[src/rtl/pbrs_pkg.sv]
package pbrs_pkg;

  localparam int PS_W    = 17;
  localparam int OFF_W   = 16;
  localparam int LEN_W   = 13;
  localparam int PAGE_W  = 26;
  localparam int START_W = 32;
  localparam int DATA_W  = 32;
  localparam int PADDR_W = 2;

  localparam int ADDR_WIDTH_DEFAULT = 32;
  localparam int Q_DEPTH            = 2;

  localparam logic [PS_W-1:0]  PS_MIN   = 17'd128;
  localparam logic [PS_W-1:0]  PS_MAX   = 17'd65536;
  localparam logic [PS_W-1:0]  PS_RESET = 17'd256;
  localparam logic [LEN_W-1:0] LEN_MAX  = 13'd4096;

  localparam logic [PADDR_W-1:0] REG_PAGE_SIZE = 2'd0;

  typedef struct packed {
    logic [PAGE_W-1:0] page;
    logic [OFF_W-1:0]  off;
    logic [LEN_W-1:0]  len;
    logic [PS_W-1:0]   ps;
  } pbrs_item_t;

endpackage

[src/rtl/pbrs_front.sv]
module pbrs_front import pbrs_pkg::*; #(
  parameter int ADDR_WIDTH = ADDR_WIDTH_DEFAULT
) (
  input  logic               clk,
  input  logic               rst,
  input  logic               push,
  output logic               full,
  input  logic [START_W-1:0] start_address,
  input  logic [LEN_W-1:0]   range_length,
  input  logic [PS_W-1:0]    page_bytes,
  output logic               item_valid,
  input  logic               item_ready,
  output pbrs_item_t         item
);

  localparam int CNT_W = $clog2(ADDR_WIDTH);

  localparam logic [1:0] ST_IDLE = 2'd0;
  localparam logic [1:0] ST_DIV  = 2'd1;
  localparam logic [1:0] ST_OUT  = 2'd2;

  logic [1:0]            state;
  logic [CNT_W-1:0]      cnt;
  logic [ADDR_WIDTH-1:0] quo;
  logic [OFF_W-1:0]      rem;
  logic [PS_W-1:0]       ps;
  logic [LEN_W-1:0]      len;

  logic [PS_W-1:0]  ps_eff;
  logic [LEN_W-1:0] len_eff;
  logic [PS_W-1:0]  sh;
  logic             ge;
  logic [PS_W-1:0]  diff;

  always_comb begin
    if (page_bytes < PS_MIN) begin
      ps_eff = PS_MIN;
    end else if (page_bytes > PS_MAX) begin
      ps_eff = PS_MAX;
    end else begin
      ps_eff = page_bytes;
    end
    len_eff = (range_length > LEN_MAX) ? LEN_MAX : range_length;
    sh      = {rem, quo[ADDR_WIDTH-1]};
    ge      = (sh >= ps);
    diff    = sh - ps;
  end

  assign full       = (state != ST_IDLE);
  assign item_valid = (state == ST_OUT);
  assign item.page  = PAGE_W'(quo);
  assign item.off   = rem;
  assign item.len   = len;
  assign item.ps    = ps;

  always_ff @(posedge clk) begin
    if (rst) begin
      state <= ST_IDLE;
    end else begin
      case (state)
        ST_IDLE: begin
          if (push) begin
            state <= ST_DIV;
          end
        end
        ST_DIV: begin
          if (cnt == '0) begin
            state <= ST_OUT;
          end
        end
        ST_OUT: begin
          if (item_ready) begin
            state <= ST_IDLE;
          end
        end
        default: begin
          state <= ST_IDLE;
        end
      endcase
    end
  end

  always_ff @(posedge clk) begin
    if (state == ST_IDLE && push) begin
      quo <= start_address[ADDR_WIDTH-1:0];
      rem <= '0;
      ps  <= ps_eff;
      len <= len_eff;
      cnt <= CNT_W'(ADDR_WIDTH - 1);
    end else if (state == ST_DIV) begin
      rem <= ge ? diff[OFF_W-1:0] : sh[OFF_W-1:0];
      quo <= {quo[ADDR_WIDTH-2:0], ge};
      cnt <= cnt - 1'b1;
    end
  end

endmodule

[src/rtl/pbrs_queue.sv]
module pbrs_queue import pbrs_pkg::*; (
  input  logic       clk,
  input  logic       rst,
  input  logic       in_valid,
  output logic       in_ready,
  input  pbrs_item_t in_item,
  output logic       out_valid,
  input  logic       out_pop,
  output pbrs_item_t out_item
);

  localparam int PTR_W = (Q_DEPTH > 1) ? $clog2(Q_DEPTH) : 1;
  localparam int CNT_W = $clog2(Q_DEPTH + 1);

  pbrs_item_t       mem [Q_DEPTH];
  logic [PTR_W-1:0] wr_ptr;
  logic [PTR_W-1:0] rd_ptr;
  logic [CNT_W-1:0] count;
  logic             wr_en;
  logic             rd_en;

  assign in_ready  = (count != CNT_W'(Q_DEPTH));
  assign out_valid = (count != '0);
  assign out_item  = mem[rd_ptr];
  assign wr_en     = in_valid && in_ready;
  assign rd_en     = out_pop && out_valid;

  always_ff @(posedge clk) begin
    if (rst) begin
      wr_ptr <= '0;
      rd_ptr <= '0;
      count  <= '0;
    end else begin
      if (wr_en) begin
        wr_ptr <= (wr_ptr == PTR_W'(Q_DEPTH - 1)) ? '0 : wr_ptr + 1'b1;
      end
      if (rd_en) begin
        rd_ptr <= (rd_ptr == PTR_W'(Q_DEPTH - 1)) ? '0 : rd_ptr + 1'b1;
      end
      if (wr_en && !rd_en) begin
        count <= count + 1'b1;
      end else if (rd_en && !wr_en) begin
        count <= count - 1'b1;
      end
    end
  end

  always_ff @(posedge clk) begin
    if (wr_en) begin
      mem[wr_ptr] <= in_item;
    end
  end

  a_count_bound: assert property (@(posedge clk) disable iff (rst)
    count <= CNT_W'(Q_DEPTH))
    else $error("queue count exceeds its depth");

endmodule

[src/rtl/pbrs_back.sv]
module pbrs_back import pbrs_pkg::*; (
  input  logic              clk,
  input  logic              rst,
  input  logic              q_valid,
  output logic              q_pop,
  input  pbrs_item_t        q_item,
  output logic              empty,
  input  logic              pop,
  output logic [PAGE_W-1:0] chunk_page,
  output logic [OFF_W-1:0]  page_offset,
  output logic [LEN_W-1:0]  chunk_length,
  output logic              last_chunk
);

  logic              active;
  logic              first;
  logic [PAGE_W-1:0] page;
  logic [OFF_W-1:0]  off;
  logic [LEN_W-1:0]  left;
  logic [PS_W-1:0]   ps;
  logic              ovalid;

  logic [PS_W-1:0]  room;
  logic [LEN_W-1:0] take;
  logic [LEN_W-1:0] left_next;
  logic             fire;

  always_comb begin
    room      = first ? (ps - {1'b0, off}) : ps;
    take      = ({{(PS_W-LEN_W){1'b0}}, left} > room) ? room[LEN_W-1:0] : left;
    left_next = left - take;
  end

  assign fire  = active && (!ovalid || pop);
  assign q_pop = !active && q_valid;
  assign empty = !ovalid;

  always_ff @(posedge clk) begin
    if (rst) begin
      active <= 1'b0;
      ovalid <= 1'b0;
    end else begin
      if (q_pop) begin
        active <= 1'b1;
      end else if (fire && left_next == '0) begin
        active <= 1'b0;
      end
      if (fire) begin
        ovalid <= 1'b1;
      end else if (pop) begin
        ovalid <= 1'b0;
      end
    end
  end

  always_ff @(posedge clk) begin
    if (q_pop) begin
      page  <= q_item.page;
      off   <= q_item.off;
      left  <= q_item.len;
      ps    <= q_item.ps;
      first <= 1'b1;
    end else if (fire) begin
      page  <= page + 1'b1;
      off   <= '0;
      left  <= left_next;
      first <= 1'b0;
    end
    if (fire) begin
      chunk_page   <= page;
      page_offset  <= off;
      chunk_length <= take;
      last_chunk   <= (left_next == '0);
    end
  end

  a_len_bound: assert property (@(posedge clk) disable iff (rst)
    ovalid |-> chunk_length <= LEN_MAX)
    else $error("chunk length above the range limit");

  a_inner_nonzero: assert property (@(posedge clk) disable iff (rst)
    ovalid && !last_chunk |-> chunk_length != '0)
    else $error("empty chunk that is not the last one");

  a_continue: assert property (@(posedge clk) disable iff (rst)
    fire && left_next != '0 |=> active)
    else $error("range dropped before its last chunk");

endmodule

[src/rtl/page_boundary_range_splitter.sv]
// Splits a byte range into chunks that never cross a page boundary.
// Requests enter through a queue-like port: a request (start_address,
// range_length) is taken at a clock edge where push is high and full is low.
// Chunks leave through a queue-like port: while empty is low the oldest chunk
// is on chunk_page, page_offset, chunk_length and last_chunk, and it is taken
// at an edge where pop is high. The final chunk of each request has
// last_chunk set; a zero-length request yields a single zero-length chunk.
// The page size register sits at address 0 of the APB port and is clamped to
// 128..65536 when a request is taken; it resets to 256.
// The front end runs a restoring divider that retires one quotient bit per
// cycle; full stays high from the request until the queue takes its result,
// so no new request is taken before then. A two-entry queue then hands the
// request to the back end, which emits one chunk per cycle while the output
// is empty or popped, and loads the next request from the queue only after
// the last chunk of the current one has been emitted.
// When pop stays low the output register holds its chunk, the back end
// waits, the queue fills and full rises. Reset empties everything.
module page_boundary_range_splitter import pbrs_pkg::*; #(
  parameter int ADDR_WIDTH = ADDR_WIDTH_DEFAULT
) (
  input  logic               clk,
  input  logic               rst,
  input  logic               psel,
  input  logic               penable,
  input  logic               pwrite,
  input  logic [PADDR_W-1:0] paddr,
  input  logic [DATA_W-1:0]  pwdata,
  output logic [DATA_W-1:0]  prdata,
  output logic               pready,
  input  logic               push,
  output logic               full,
  input  logic [START_W-1:0] start_address,
  input  logic [LEN_W-1:0]   range_length,
  output logic               empty,
  input  logic               pop,
  output logic [PAGE_W-1:0]  chunk_page,
  output logic [OFF_W-1:0]   page_offset,
  output logic [LEN_W-1:0]   chunk_length,
  output logic               last_chunk
);

  logic [PS_W-1:0] page_bytes;
  logic            f_valid;
  logic            f_ready;
  pbrs_item_t      f_item;
  logic            q_valid;
  logic            q_pop;
  pbrs_item_t      q_item;

  assign pready = 1'b1;
  assign prdata = (paddr == REG_PAGE_SIZE) ? DATA_W'(page_bytes) : '0;

  always_ff @(posedge clk) begin
    if (rst) begin
      page_bytes <= PS_RESET;
    end else if (psel && penable && pwrite && paddr == REG_PAGE_SIZE) begin
      page_bytes <= pwdata[PS_W-1:0];
    end
  end

  pbrs_front #(
    .ADDR_WIDTH(ADDR_WIDTH)
  ) u_front (
    .clk          (clk),
    .rst          (rst),
    .push         (push),
    .full         (full),
    .start_address(start_address),
    .range_length (range_length),
    .page_bytes   (page_bytes),
    .item_valid   (f_valid),
    .item_ready   (f_ready),
    .item         (f_item)
  );

  pbrs_queue u_queue (
    .clk      (clk),
    .rst      (rst),
    .in_valid (f_valid),
    .in_ready (f_ready),
    .in_item  (f_item),
    .out_valid(q_valid),
    .out_pop  (q_pop),
    .out_item (q_item)
  );

  pbrs_back u_back (
    .clk         (clk),
    .rst         (rst),
    .q_valid     (q_valid),
    .q_pop       (q_pop),
    .q_item      (q_item),
    .empty       (empty),
    .pop         (pop),
    .chunk_page  (chunk_page),
    .page_offset (page_offset),
    .chunk_length(chunk_length),
    .last_chunk  (last_chunk)
  );

endmodule

[config.mk]
export PLATFORM = sky130hd
export DESIGN_NAME = page_boundary_range_splitter
export DESIGN_NICKNAME = d
export VERILOG_FILES = /design/src/rtl/pbrs_pkg.sv /design/src/rtl/pbrs_front.sv /design/src/rtl/pbrs_queue.sv /design/src/rtl/pbrs_back.sv /design/src/rtl/page_boundary_range_splitter.sv
export SDC_FILE = /design/constraint.sdc
export NUM_CORES = 1
export LEC_CHECK = 0
export ABC_AREA = 1
export BUFFER_PORTS_ARGS = -buffer_cell sky130_fd_sc_hd__buf_4
export CAP_MARGIN = 0
export CORE_AREA = 2 2 235 167
export CTS_BUF_LIST = sky130_fd_sc_hd__clkbuf_16
export CTS_CLUSTER_DIAMETER = 120
export DETAILED_ROUTE_END_ITERATION = 10
export DIE_AREA = 0 0 237 169
export PLACE_DENSITY = 0.67
export SLEW_MARGIN = 5
export SYNTH_ARGS = -nofsm -noshare
export SYNTH_HDL_FRONTEND = slang
export SYNTH_SLANG_ARGS = --single-unit
[constraint.sdc]
create_clock -name clk -period 5.6 [get_ports clk]
set_clock_uncertainty 0.2 [all_clocks]
set_input_delay 0.56 -clock clk [delete_from_list [all_inputs] [get_ports clk]]
set_output_delay 0.56 -clock clk [all_outputs]
set_load 0.005 [all_outputs]
==> impl_metrics.yaml <==
critical_path:
  startpoint_type: "flip-flop"
  critPathMaxStageDelay_ns: 0.57
  r2r_setup_slack_ns: 0.32
  cp_data_required_time_ns: 5.85
  crit_path_frequent_cell: "nand2_1"
  end_kind: "flip-flop"
  crit_type: "reg -> reg"
  worst_ep_arrival_time_ns: 5.54
  cp_max_fo: 6
  cpMaxStageDelayCell: "fa_2"
synthesis:
  synth_top_family_by_area: "simple AND/OR/NAND/NOR gates"
  synth_compound_area_share_pct: 6.56
  avgSynthCellArea_um2: 9.81
  synth-seq-area-share_pct: 61.1
  synth_top_area_cell: "edfxtp_1"
  synth_seq_cells: 382
  synth.cell_area_mm2: 0.0180
  yosys_warnings: 0
  ys.flop_type: "edfxtp_1"
  synthTopCellsByCount: "nand2_1 (569), edfxtp_1 (334), inv_1 (203)"
  synth_edf_count: 334
  synth_top_area_share_pct: 55.8
  netlist_top_cells_area: "edfxtp_1 (56%), nand2_1 (12%), dfxtp_1 (5.3%)"
  synth_cell_types: 55
  async_flop_share_pct: 0
  yosys.area_share.simple_pct: 19.7
  synth_most_common_cell: "nand2_1"
  post_synth_fa_ha_maj_area_fraction_pct: 4.02
  yosys-mux-area-fraction_pct: 0.111
  synthCells: 1833
  synthXorXnorAreaFrac_pct: 2.09
flow_run:
  maxCapViolCount: 0
finish:
  drive_gt1_share_pct: 16.6
  areaGrowthSynthToFinish_pct: 18.0
  antennaDiodeCount: 0
  final_core_util_pct: 56.0
  fin_nets: 2153
global_route:
  grt_usage_pct: 20.0
  grt_pass1_wl_um: 63000
  antenna_found_initial: 0
  grt_max_degree: 94
  first_global_vias: 11567
  grt_overflow_total: 0
sta:
  worst_pin_slew_ns: 1.06
  hold_viol: 0
  slew_violations: 0
  fmax_mhz: 189
  finalCriticalPeriod_ns: 5.28
  tns_ns: 0
  whs_ns: 0.0327
  finalSetupViolCount: 0
  relSlewSlack_pct: 29.1
  period_share_pct: 94.3
floorplan:
  core-area_mm2: 0.0379
  start_util_pct: 47.4
  num_rows: 60
  io_pins: 177
  die_h_um: 169
  die_width_um: 237
  die-area_mm2: 0.0401
clock_tree:
  cts_tree: "yes"
  clk_latency_ns: 0.55
  cts.clk_slew.worst_paths_ns: 0.06
  cts_buffers: 38
  clk_path_buf_depth: 3
  cts_sinks: 382
  cts_root_buf: "clkbuf_16"
  htreeDepth: 2
routing:
  drt_wl_total_um: 40600
  vias: 12790
  drc_errors: 0
  viasPerCell: 5.04
  firstDrtPassIters: 5
  drtIter0Drc: 1083
  antenna_left: 0
  wire_per_inst_um: 16.0
pwr:
  combPwrFrac_pct: 48.0
  clockPowerShare_pct: 18.2
  p_sw_share_pct: 41.8
  seq_power_share_pct: 33.8
  ir_worst_vdd_uv: 378
  p_int_mw: 7.99
  switchingPower_mw: 5.73
  leakage_nw: 9.24
  powerDensity_mw_per_mm2: 647
placed_design:
  dp_hpwl_um: 28700
  port_buffers: 145
  gp_congestion: 0.879
min_path:
  hold_class: "in -> reg"
outcome:
  status: "finished, final reports clean"
## critical path: cells and delay by family, from the launching register on
kind	cells	cell delay, ns
adders and majority gates	5	1.71
DFF	1	0.40
and+or+nand+nor	23	2.04
AOI/OAI and AO/OA	4	0.47
buffers and inverters	3	0.18
xor gates and xnor gates	1	0.15
## timing repair
item,in CTS,in global routing
hold buffers,0,0
gates resized for setup,0,53
buffers inserted,0,6
endpoints found under the setup margin,0,11
## per-stage QoR
| stage | cells | power, mW | setup slack (ns) | cell area [um^2] |
|---|---|---|---|---|
| 2_1_floorplan | 1847 | 8.73 | 0.454 | 18000 |
| 3_3_place_gp | 2461 | 10.8 | 0.0865 | 19800 |
| 3_5_place_dp | 2461 | 10.8 | 0.0330 | 19800 |
| 4_1_cts | 2530 | 13.4 | 0.00623 | 21000 |
| 5_1_grt | 2536 | 14.8 | -0.0581 | 21200 |
| 6_report | 2536 | 13.7 | 0.317 | 21200 |
## state kept, by name, summed over array words and instances (netlist names), 5 cells and up, named ones only
register / flops
u_back.off: 16
u_back.ps: 17
page_bytes: 17
u_front.rem: 16
u_queue.mem: 144
u_front.len: 13
u_back.chunk_page: 26
u_back.page_offset: 16
u_front.cnt: 5
u_back.chunk_length: 13
u_front.ps: 17
u_back.page: 26
u_back.left: 13
u_front.quo: 32
## kinds of logic (layout without fill, tap and decap cells)
family	after synthesis	in the layout
buffers and inverters	285	478
adder cells (fa/ha/maj)	56	56
AND/OR/NAND/NOR	849	849
AO/OA/AOI/OAI	214	214
flip-flops	382	382
other	2	16
XOR/XNOR	43	43
multiplexers	2	2
## cell usage in the layout, fill, tap and decap left out, types with 22 or more instances in the layout
cell type / instances
nand3_1: 70
buf_4: 190
xor2_1: 26
o21ai_0: 78
dfxtp_1: 47
clkbuf_16: 41
nand2_1: 563
inv_1: 207
a21oi_1: 74
ha_1: 45
nand4_1: 22
edfxtp_1: 334
nor2_1: 121
## final timing paths
check                                           to  cells after the start            from
worst max-delay path                 u_back.active                     36   u_back.off[0]
worst max register to register       u_back.active                     36   u_back.off[0]
worst min register to register  u_queue.mem[0][23]                      0  u_front.len[6]
worst min-delay path                 u_back.ovalid                      2             rst
## cell type report
cell class              instances  area, um^2
inverters                     218         821
fillers                      3253       16700
clock inverters                28         211
flip-flops and latches        382       11000
clock buffers                  41        1030
repair buffers                191        1440
multi-input cells            1180        6110
well taps                     496         621
## power by group through the flow
| stage | Sequential, mW | Clock [mW] | Combinational, mW |
|---|---|---|---|
| after CTS | 4.64 | 2.54 | 6.18 |
| after global routing | 4.71 | 2.64 | 7.41 |
| final | 4.64 | 2.50 | 6.58 |
| after detailed placement | 4.70 | 0 | 6.15 |
| after floorplan | 4.50 | 0 | 4.23 |
| after global placement | 4.67 | 0 | 6.08 |
## metal layers
metal / share of wire (%) / vias up / track usage, % / wire, um
met1: 50 / 5909 / 31.2 / 20200
li1: - / 6444 / - / -
met3: 6.3 / 44 / 3.36 / 2560
met2: 42 / 393 / 28.9 / 17200
met4: 1.5 / 0 / 5.09 / 617
met5: 0 / - / 0 / 0
Power figures use the tool's default switching activity.
